**src/hdl/string_literal_unescape_assert.svh**
```systemverilog
// assertion macros shared by the string literal unescape block
`ifndef STRING_LITERAL_UNESCAPE_ASSERT_SVH
`define STRING_LITERAL_UNESCAPE_ASSERT_SVH

// same-cycle implication, checked outside reset
`define SLE_ASSERT_NOW(label, clk, rst, lhs, rhs) \
  label: assert property (@(posedge clk) disable iff (rst) (lhs) |-> (rhs)) \
    else $error("string_literal_unescape: same-cycle check failed");

// next-cycle implication, checked outside reset
`define SLE_ASSERT_NEXT(label, clk, rst, lhs, rhs) \
  label: assert property (@(posedge clk) disable iff (rst) (lhs) |=> (rhs)) \
    else $error("string_literal_unescape: next-cycle check failed");

`endif

```
**src/hdl/sle_pkg.sv**
```systemverilog
`default_nettype none
package sle_pkg;

  localparam int MaxResults = 3;

  typedef enum logic [1:0] {
    KIND_START = 2'd0,
    KIND_TEXT  = 2'd1,
    KIND_END   = 2'd2
  } in_kind_t;

  typedef enum logic [1:0] {
    OUT_BYTE  = 2'd0,
    OUT_CLOSE = 2'd1,
    OUT_ERROR = 2'd2
  } out_kind_t;

  typedef enum logic [1:0] {
    ERR_UNTERM     = 2'd0,
    ERR_INCOMPLETE = 2'd1,
    ERR_INVALID    = 2'd2
  } err_code_t;

  typedef enum logic [2:0] {
    MODE_IDLE   = 3'd0,
    MODE_BODY   = 3'd1,
    MODE_ESC    = 3'd2,
    MODE_HEX    = 3'd3,
    MODE_VQUOTE = 3'd4
  } mode_t;

  typedef struct packed {
    out_kind_t  kind;
    logic [7:0] data;
    err_code_t  err;
    logic       cons;
  } res_t;

  // all results caused by one input transaction
  typedef struct packed {
    res_t [MaxResults-1:0] r;
    logic [1:0]            n;
  } group_t;

  function automatic res_t mk_res(out_kind_t kind, logic [7:0] data, err_code_t err,
                                  logic cons);
    res_t x;
    x.kind = kind;
    x.data = data;
    x.err  = err;
    x.cons = cons;
    return x;
  endfunction

  // bit 4 set means not a hex digit
  function automatic logic [4:0] hex_value(logic [7:0] c);
    logic [4:0] v;
    if (c >= 8'h30 && c <= 8'h39) v = {1'b0, 4'(c - 8'h30)};
    else if (c >= 8'h61 && c <= 8'h66) v = {1'b0, 4'(c - 8'h57)};
    else if (c >= 8'h41 && c <= 8'h46) v = {1'b0, 4'(c - 8'h37)};
    else v = 5'h10;
    return v;
  endfunction

endpackage
`default_nettype wire

```
**src/hdl/sle_decode.sv**
```systemverilog
`default_nettype none
module sle_decode (
  input  wire logic            clk,
  input  wire logic            rst,
  input  wire logic            take,
  input  wire logic [1:0]      kind,
  input  wire logic [7:0]      in_byte,
  input  wire logic [7:0]      quote_char,
  input  wire logic            verbatim,
  output sle_pkg::group_t      grp
);

  localparam logic [7:0] ChNl    = 8'h0A;
  localparam logic [7:0] ChCr    = 8'h0D;
  localparam logic [7:0] ChTab   = 8'h09;
  localparam logic [7:0] ChBack  = 8'h5C;
  localparam logic [7:0] ChSq    = 8'h27;
  localparam logic [7:0] ChDq    = 8'h22;
  localparam logic [7:0] ChZero  = 8'h30;
  localparam logic [7:0] ChLowN  = 8'h6E;
  localparam logic [7:0] ChLowR  = 8'h72;
  localparam logic [7:0] ChLowT  = 8'h74;
  localparam logic [7:0] ChLowU  = 8'h75;

  sle_pkg::mode_t mode, mode_next;
  logic [7:0]  quote_byte, quote_byte_next;
  logic        verbatim_mode, verbatim_mode_next;
  logic [15:0] acc, acc_next;
  logic [2:0]  hex_count, hex_count_next;
  logic        hex_bad, hex_bad_next;

  logic [4:0]  hv;
  logic [15:0] cp;
  logic [2:0]  cnt_inc;

  always_ff @(posedge clk) begin
    if (rst) begin
      mode          <= sle_pkg::MODE_IDLE;
      quote_byte    <= '0;
      verbatim_mode <= 1'b0;
      acc           <= '0;
      hex_count     <= '0;
      hex_bad       <= 1'b0;
    end else if (take) begin
      mode          <= mode_next;
      quote_byte    <= quote_byte_next;
      verbatim_mode <= verbatim_mode_next;
      acc           <= acc_next;
      hex_count     <= hex_count_next;
      hex_bad       <= hex_bad_next;
    end
  end

  always_comb begin
    mode_next          = mode;
    quote_byte_next    = quote_byte;
    verbatim_mode_next = verbatim_mode;
    acc_next           = acc;
    hex_count_next     = hex_count;
    hex_bad_next       = hex_bad;
    grp                = '0;
    hv                 = sle_pkg::hex_value(in_byte);
    cp                 = hv[4] ? acc : {acc[11:0], hv[3:0]};
    cnt_inc            = hex_count + 3'd1;
    case (sle_pkg::in_kind_t'(kind))
      sle_pkg::KIND_START: begin
        quote_byte_next    = quote_char;
        verbatim_mode_next = verbatim;
        mode_next          = sle_pkg::MODE_BODY;
        acc_next           = '0;
        hex_count_next     = '0;
        hex_bad_next       = 1'b0;
      end
      sle_pkg::KIND_END: begin
        if (mode != sle_pkg::MODE_IDLE) begin
          grp.n = 2'd1;
          case (mode)
            sle_pkg::MODE_VQUOTE:
              grp.r[0] = sle_pkg::mk_res(sle_pkg::OUT_CLOSE, 8'h00, sle_pkg::ERR_UNTERM, 1'b0);
            sle_pkg::MODE_HEX:
              grp.r[0] = sle_pkg::mk_res(sle_pkg::OUT_ERROR, 8'h00, sle_pkg::ERR_INCOMPLETE,
                                         1'b0);
            default:
              grp.r[0] = sle_pkg::mk_res(sle_pkg::OUT_ERROR, 8'h00, sle_pkg::ERR_UNTERM, 1'b0);
          endcase
          mode_next = sle_pkg::MODE_IDLE;
        end
      end
      sle_pkg::KIND_TEXT: begin
        case (mode)
          sle_pkg::MODE_BODY: begin
            if (in_byte == quote_byte) begin
              if (verbatim_mode) begin
                mode_next = sle_pkg::MODE_VQUOTE;
              end else begin
                grp.n     = 2'd1;
                grp.r[0]  = sle_pkg::mk_res(sle_pkg::OUT_CLOSE, 8'h00, sle_pkg::ERR_UNTERM,
                                            1'b1);
                mode_next = sle_pkg::MODE_IDLE;
              end
            end else if (in_byte == ChNl) begin
              grp.n     = 2'd1;
              grp.r[0]  = sle_pkg::mk_res(sle_pkg::OUT_ERROR, 8'h00, sle_pkg::ERR_UNTERM, 1'b0);
              mode_next = sle_pkg::MODE_IDLE;
            end else if (!verbatim_mode && in_byte == ChBack) begin
              mode_next = sle_pkg::MODE_ESC;
            end else begin
              grp.n    = 2'd1;
              grp.r[0] = sle_pkg::mk_res(sle_pkg::OUT_BYTE, in_byte, sle_pkg::ERR_UNTERM, 1'b1);
            end
          end
          sle_pkg::MODE_VQUOTE: begin
            grp.n = 2'd1;
            if (in_byte == quote_byte) begin
              grp.r[0]  = sle_pkg::mk_res(sle_pkg::OUT_BYTE, in_byte, sle_pkg::ERR_UNTERM, 1'b1);
              mode_next = sle_pkg::MODE_BODY;
            end else begin
              // lone quote closed the literal, this byte is not part of it
              grp.r[0]  = sle_pkg::mk_res(sle_pkg::OUT_CLOSE, 8'h00, sle_pkg::ERR_UNTERM, 1'b0);
              mode_next = sle_pkg::MODE_IDLE;
            end
          end
          sle_pkg::MODE_ESC: begin
            mode_next = sle_pkg::MODE_BODY;
            grp.n     = 2'd1;
            case (in_byte)
              ChLowN: grp.r[0] = sle_pkg::mk_res(sle_pkg::OUT_BYTE, ChNl, sle_pkg::ERR_UNTERM,
                                                 1'b1);
              ChLowR: grp.r[0] = sle_pkg::mk_res(sle_pkg::OUT_BYTE, ChCr, sle_pkg::ERR_UNTERM,
                                                 1'b1);
              ChLowT: grp.r[0] = sle_pkg::mk_res(sle_pkg::OUT_BYTE, ChTab, sle_pkg::ERR_UNTERM,
                                                 1'b1);
              ChZero: grp.r[0] = sle_pkg::mk_res(sle_pkg::OUT_BYTE, 8'h00, sle_pkg::ERR_UNTERM,
                                                 1'b1);
              ChBack, ChSq, ChDq:
                grp.r[0] = sle_pkg::mk_res(sle_pkg::OUT_BYTE, in_byte, sle_pkg::ERR_UNTERM,
                                           1'b1);
              ChLowU: begin
                grp.n          = 2'd0;
                mode_next      = sle_pkg::MODE_HEX;
                acc_next       = '0;
                hex_count_next = '0;
                hex_bad_next   = 1'b0;
              end
              default: begin
                // unknown escape keeps the backslash
                grp.n    = 2'd2;
                grp.r[0] = sle_pkg::mk_res(sle_pkg::OUT_BYTE, ChBack, sle_pkg::ERR_UNTERM, 1'b1);
                grp.r[1] = sle_pkg::mk_res(sle_pkg::OUT_BYTE, in_byte, sle_pkg::ERR_UNTERM,
                                           1'b1);
              end
            endcase
          end
          sle_pkg::MODE_HEX: begin
            acc_next       = cp;
            hex_bad_next   = hex_bad | hv[4];
            hex_count_next = cnt_inc;
            if (cnt_inc >= 3'd4) begin
              acc_next       = '0;
              hex_count_next = '0;
              hex_bad_next   = 1'b0;
              if (hex_bad | hv[4]) begin
                grp.n     = 2'd1;
                grp.r[0]  = sle_pkg::mk_res(sle_pkg::OUT_ERROR, 8'h00, sle_pkg::ERR_INVALID,
                                            1'b1);
                mode_next = sle_pkg::MODE_IDLE;
              end else begin
                mode_next = sle_pkg::MODE_BODY;
                if (cp[15:7] == '0) begin
                  grp.n    = 2'd1;
                  grp.r[0] = sle_pkg::mk_res(sle_pkg::OUT_BYTE, cp[7:0], sle_pkg::ERR_UNTERM,
                                             1'b1);
                end else if (cp[15:11] == '0) begin
                  grp.n    = 2'd2;
                  grp.r[0] = sle_pkg::mk_res(sle_pkg::OUT_BYTE, {3'b110, cp[10:6]},
                                             sle_pkg::ERR_UNTERM, 1'b1);
                  grp.r[1] = sle_pkg::mk_res(sle_pkg::OUT_BYTE, {2'b10, cp[5:0]},
                                             sle_pkg::ERR_UNTERM, 1'b1);
                end else begin
                  grp.n    = 2'd3;
                  grp.r[0] = sle_pkg::mk_res(sle_pkg::OUT_BYTE, {4'b1110, cp[15:12]},
                                             sle_pkg::ERR_UNTERM, 1'b1);
                  grp.r[1] = sle_pkg::mk_res(sle_pkg::OUT_BYTE, {2'b10, cp[11:6]},
                                             sle_pkg::ERR_UNTERM, 1'b1);
                  grp.r[2] = sle_pkg::mk_res(sle_pkg::OUT_BYTE, {2'b10, cp[5:0]},
                                             sle_pkg::ERR_UNTERM, 1'b1);
                end
              end
            end
          end
          default: begin
          end
        endcase
      end
      default: begin
      end
    endcase
  end

endmodule
`default_nettype wire

```
**src/hdl/string_literal_unescape.sv**
```systemverilog
`default_nettype none
// Streaming unescaper for quoted string literals. One input transaction is taken per
// cycle unless in_stall is high; its results are decoded in the same cycle into a result
// register that drains one result per cycle while out_stall is low. Items with zero or
// one result sustain one item per cycle when out_stall stays low; an item with k results
// (kept escapes give two, \uXXXX up to three UTF-8 bytes) stalls the input until the last
// is taken. The first result is valid in the cycle after its input. No clearing pass after reset.
module string_literal_unescape (
  input  wire logic       clk,
  input  wire logic       rst,
  input  wire logic       in_valid,
  output logic            in_stall,
  input  wire logic [1:0] kind,
  input  wire logic [7:0] in_byte,
  input  wire logic [7:0] quote_char,
  input  wire logic       verbatim,
  output logic            out_valid,
  input  wire logic       out_stall,
  output logic [1:0]      out_kind,
  output logic [7:0]      out_byte,
  output logic [1:0]      error_code,
  output logic            consumed,
  output logic            last
);

  sle_pkg::group_t dec_grp;
  sle_pkg::res_t [sle_pkg::MaxResults-1:0] res;
  sle_pkg::res_t cur;
  logic [1:0] n;
  logic [1:0] idx;
  logic in_take;
  logic out_take;

  sle_decode u_decode (
    .clk        (clk),
    .rst        (rst),
    .take       (in_take),
    .kind       (kind),
    .in_byte    (in_byte),
    .quote_char (quote_char),
    .verbatim   (verbatim),
    .grp        (dec_grp)
  );

  assign out_valid = (n != 2'd0);
  assign last      = (idx == n - 2'd1);
  assign out_take  = out_valid && !out_stall;
  // a new transaction may enter as the final pending result leaves
  assign in_stall  = out_valid && !(out_take && last);
  assign in_take   = in_valid && !in_stall;

  always_ff @(posedge clk) begin
    if (rst) begin
      n   <= 2'd0;
      idx <= 2'd0;
    end else if (in_take && dec_grp.n != 2'd0) begin
      n   <= dec_grp.n;
      idx <= 2'd0;
    end else if (out_take) begin
      if (last) begin
        n   <= 2'd0;
        idx <= 2'd0;
      end else begin
        idx <= idx + 2'd1;
      end
    end
  end

  always_ff @(posedge clk) begin
    if (in_take && dec_grp.n != 2'd0) begin
      res <= dec_grp.r;
    end
  end

  always_comb begin
    case (idx)
      2'd0:    cur = res[0];
      2'd1:    cur = res[1];
      2'd2:    cur = res[2];
      default: cur = res[0];
    endcase
  end

  assign out_kind   = cur.kind;
  assign out_byte   = cur.data;
  assign error_code = cur.err;
  assign consumed   = cur.cons;

`include "string_literal_unescape_assert.svh"

  `SLE_ASSERT_NOW(a_hold_input, clk, rst, out_valid && !last, in_stall)
  `SLE_ASSERT_NOW(a_close_error_last, clk, rst,
                  out_valid && out_kind != sle_pkg::OUT_BYTE, last)
  `SLE_ASSERT_NEXT(a_drain_empty, clk, rst, out_take && last && !in_take, !out_valid)
  `SLE_ASSERT_NEXT(a_step_index, clk, rst, out_take && !last, out_valid && idx == $past(idx) + 2'd1)

endmodule
`default_nettype wire
```
**config.mk**
```make
export PLATFORM = sky130hd
export DESIGN_NAME = string_literal_unescape
export DESIGN_NICKNAME = d
export VERILOG_FILES = /design/src/hdl/sle_pkg.sv /design/src/hdl/sle_decode.sv /design/src/hdl/string_literal_unescape.sv
export VERILOG_INCLUDE_DIRS = /design/src /design/src/hdl
export SDC_FILE = /design/constraint.sdc
export NUM_CORES = 1
export LEC_CHECK = 0
export BUFFER_PORTS_ARGS = -buffer_cell sky130_fd_sc_hd__buf_4
export CORE_UTILIZATION = 30
export CTS_BUF_LIST = sky130_fd_sc_hd__clkbuf_8
export CTS_CLUSTER_DIAMETER = 200
export DETAILED_ROUTE_END_ITERATION = 10
export PLACE_DENSITY = 0.53
export SYNTH_ARGS = -nofsm -noshare
export SYNTH_HDL_FRONTEND = slang
export SYNTH_SLANG_ARGS = --single-unit
```
**constraint.sdc**
```tcl
create_clock -name clk -period 4.36 [get_ports clk]
set_clock_uncertainty 0.15 [all_clocks]
set_input_delay 0 -clock clk [delete_from_list [all_inputs] [get_ports clk]]
set_output_delay 0 -clock clk [all_outputs]
set_load 0.01 [all_outputs]
```
==> flow_summary_export.csv <==
group,metric,value,unit
logic_synthesis,ys_warn_count,0,
flow_run,cap_violations,0,
cts,clockBufferDepth,2,
power,netSwitchingFraction,24.74,%
setup_path,slowest_stage,"a31oi_1",
layout,antenna_cells,0,
logic_synthesis,synth_edf_count,29,
cts,cts_sinks,65,
power,clkPwrFrac,41.7,%
logic_synthesis,synthTopCellsByArea,"edfxtp_1 21%, dfxtp_1 18%, nand2_1 4.3%, mux2i_1 4.2%, a21oi_1 3.7%",
power,powerDensity,271.3,nW/um^2
logic_synthesis,ys_ff_latch,65,
routing,drt_first_pass_iters,5,
die,pin_count,39,
layout,final_common_cell,"nand2_1",
power,intPower,0.001016,W
routing,drc,0,
cts,cts_tree,"built",
routing,wire_per_inst,16.99,um
die,num_rows,42,
power,comb_power_share,10.8,%
setup_path,cp.depth,9,
layout,syn_to_final_growth,22.75,%
cts,cts_setup_buffers,0,
timing,final.setup.tns,0,ns
setup_path,critPathKind,"reg2reg",
power,vdd_drop_max,130.3,uV
setup_path,max_stage_delay,0.38,ns
global_routing,grt_pass1_wl,19180,um
layout,nets,547,
timing,finalCriticalPeriod,3.158,ns
placement,gp_congestion,0.9118,
global_routing,gr-total-overflow,0,
setup_path,setup.worst_path.start_class,"flop",
setup_path,required,4.24,ns
logic_synthesis,synth_area_leader_cell,"edfxtp_1",
die,die_height,118.2,um
routing,drtIter0Drc,230,
layout,fin_util,37.73,%
placement,dp_hpwl,8397,um
logic_synthesis,synth_top_area_share,21.48,%
timing,maxSlewViolCount,0,
die,die_w,118.2,um
global_routing,grt_max_degree,30,
logic_synthesis,synthesis.nets,491,
setup_path,path_cells,"inv_1, ha_1, or2_1, nor3_1, o21ai_1, o21bai_1, a31oi_1, or2_1, buf_4",
global_routing,grt_usage,17.60,%
logic_synthesis,syn_area_per_cell,8.890,um^2
setup_path,path_common_cell,"or2_1",
setup_path,crit_buf_inv,2,
min_path,min_path_cells,4,
setup_path,endpoint_kind,"flop",
logic_synthesis,synth_area,4054,um^2
logic_synthesis,ys_types,72,
power,seqPwrFrac,47.5,%
min_path,min_path_type,"in2reg",
cts,clkLatencyLatePin,0.37,ns
cts,cts-resized-gates,0,
setup_path,reg2reg_depth,9,
routing,viasPerCell,5.450,
timing,hold_viol,0,
logic_synthesis,synth_ff_type,"dfxtp_1",
logic_synthesis,yosysSeqAreaShare,39.26,%
timing,timing.final.crit_share,72.43,%
routing,num_vias,3777,
placement,port_buffers,38,
die,dieArea,13980,um^2
timing,worst_slew_pin_slew,0.9662,ns
timing,max_freq,316.6,MHz
timing,setup_viol,0,
layout,final_cell_mix,"46 x nand2_1, 43 x buf_4, 36 x dfxtp_1, 34 x nor2_1, 30 x a21oi_1",
global_routing,antenna_found_initial,0,
logic_synthesis,synthCells,456,
cts,cts_inserted_buffers,9,
timing,slew-limit-headroom,35.00,%
die,start_util,30.73,%
cts,htree_levels,3,
power,power_leakage,1.906,nW
cts,hold_buffers,28,
routing,postRouteAntennaNets,0,
cts,clockRootBuffer,"clkbuf_8",
global_routing,grt_pass1_vias,3643,
power,switchingPower,0.0003341,W
cts,clkTransAtPathRegs,0.08,ns
routing,drt_wl_total,11780,um
outcome,outcome,"finished clean",
die,core_area,13190,um^2
setup_path,arrival,3.03,ns
timing,rsz0062_at_grt,"no",
setup_path,critPathMaxFanout,29,
logic_synthesis,async_reset_ff_share,0,%
setup_path,cp_top_family,"simple AND/OR/NAND/NOR gates",
layout,layout-drive-gt1-share,13.15,%
synthesized netlist by cell type, types with 5 or more instances:
cell and count:
a21oi_1 30, a22o_1 14, a22oi_1 9, a31oi_1 5, and2_1 8, buf_2 5
clkbuf_1 18, dfxtp_1 36, edfxtp_1 29, ha_1 12, inv_1 20, mux2i_1 17
nand2_1 46, nand3_1 8, nor2_1 34, nor3_1 15, nor4_1 7, o21ai_0 18
o21ai_1 8, or2_1 5, or3_1 10, or4_1 5, xnor2_1 12
layer usage:
metal	GRT usage, %	wire length (um)
met1	23.92	5570
met2	26.40	5198
met3	3.764	698
met4	8.413	310
met5	0	0
state kept, by name, indices dropped and copies added, names as in the netlist:
name                    count
u_decode.verbatim_mode      1
res                        29
u_decode.hex_bad            1
u_decode.mode               3
n                           2
idx                         2
u_decode.acc               16
u_decode.quote_byte         8
u_decode.hex_count          3
cell type report:
class                      count  area, um^2
inverter                      20       75.07
fill                        1355        8214
multi-input combinational    345        2276
clock buffer                   9       123.9
sequential                    65        1592
tap                          176       220.2
clock inverter                 7       86.33
timing repair buffer          71       603.1
worst paths after layout:
check / to / slack [ns] / startpoint
max: res[21]$_SDFFCE_PN0P_ / 1.20 / n[0]$_SDFFE_PP0P_
min: u_decode.mode[0]$_SDFFE_PP0P_ / 0.12 / kind[1]
min reg2reg: u_decode.hex_count[0]$_SDFFE_PP0P_ / 0.33 / u_decode.hex_count[0]$_SDFFE_PP0P_
max reg2reg: res[21]$_SDFFCE_PN0P_ / 1.20 / n[0]$_SDFFE_PP0P_
worst reg2reg max path: cells and delay by family (launching register included):
family | cells | cell delay (ns)
AND/OR/NAND/NOR | 3 | 0.83
flip-flops | 1 | 0.37
buffers and inverters | 2 | 0.39
AO/OA/AOI/OAI | 3 | 0.83
adder cells (fa/ha/maj) | 1 | 0.24
stage by stage:
stage	instances	setup WS, ns	hold WS (ns)	area [um^2]	power [W]
after floorplan	456	1.154	-0.006057	4054	0.0007370
after global placement	649	1.369	0.08104	4486	0.0007798
after detailed placement	649	1.235	0.09168	4486	0.0007807
after CTS	693	1.213	0.09095	4976	0.001364
after global routing	693	0.9231	0.1360	4976	0.001407
final	693	1.202	0.1206	4976	0.001350
power by group through the flow:
stage | combinational [W] | clock, W | sequential [W]
2_1_floorplan | 0.0000842 | 0 | 0.000653
3_3_place_gp | 0.000125 | 0 | 0.000654
3_5_place_dp | 0.000126 | 0 | 0.000655
4_1_cts | 0.000144 | 0.000579 | 0.000641
5_1_grt | 0.000159 | 0.000607 | 0.000641
6_report | 0.000146 | 0.000563 | 0.000641
cell families after synthesis:
logic type,count (synthesis),synth area share [%]
AO/OA/AOI/OAI,129,21.91
XOR/XNOR,13,2.809
adder cells (fa/ha/maj),12,3.704
buffers and inverters,46,4.599
flip-flops,65,39.26
multiplexers,19,4.753
AND/OR/NAND/NOR,172,22.96
(Power assumes the default switching activity.)
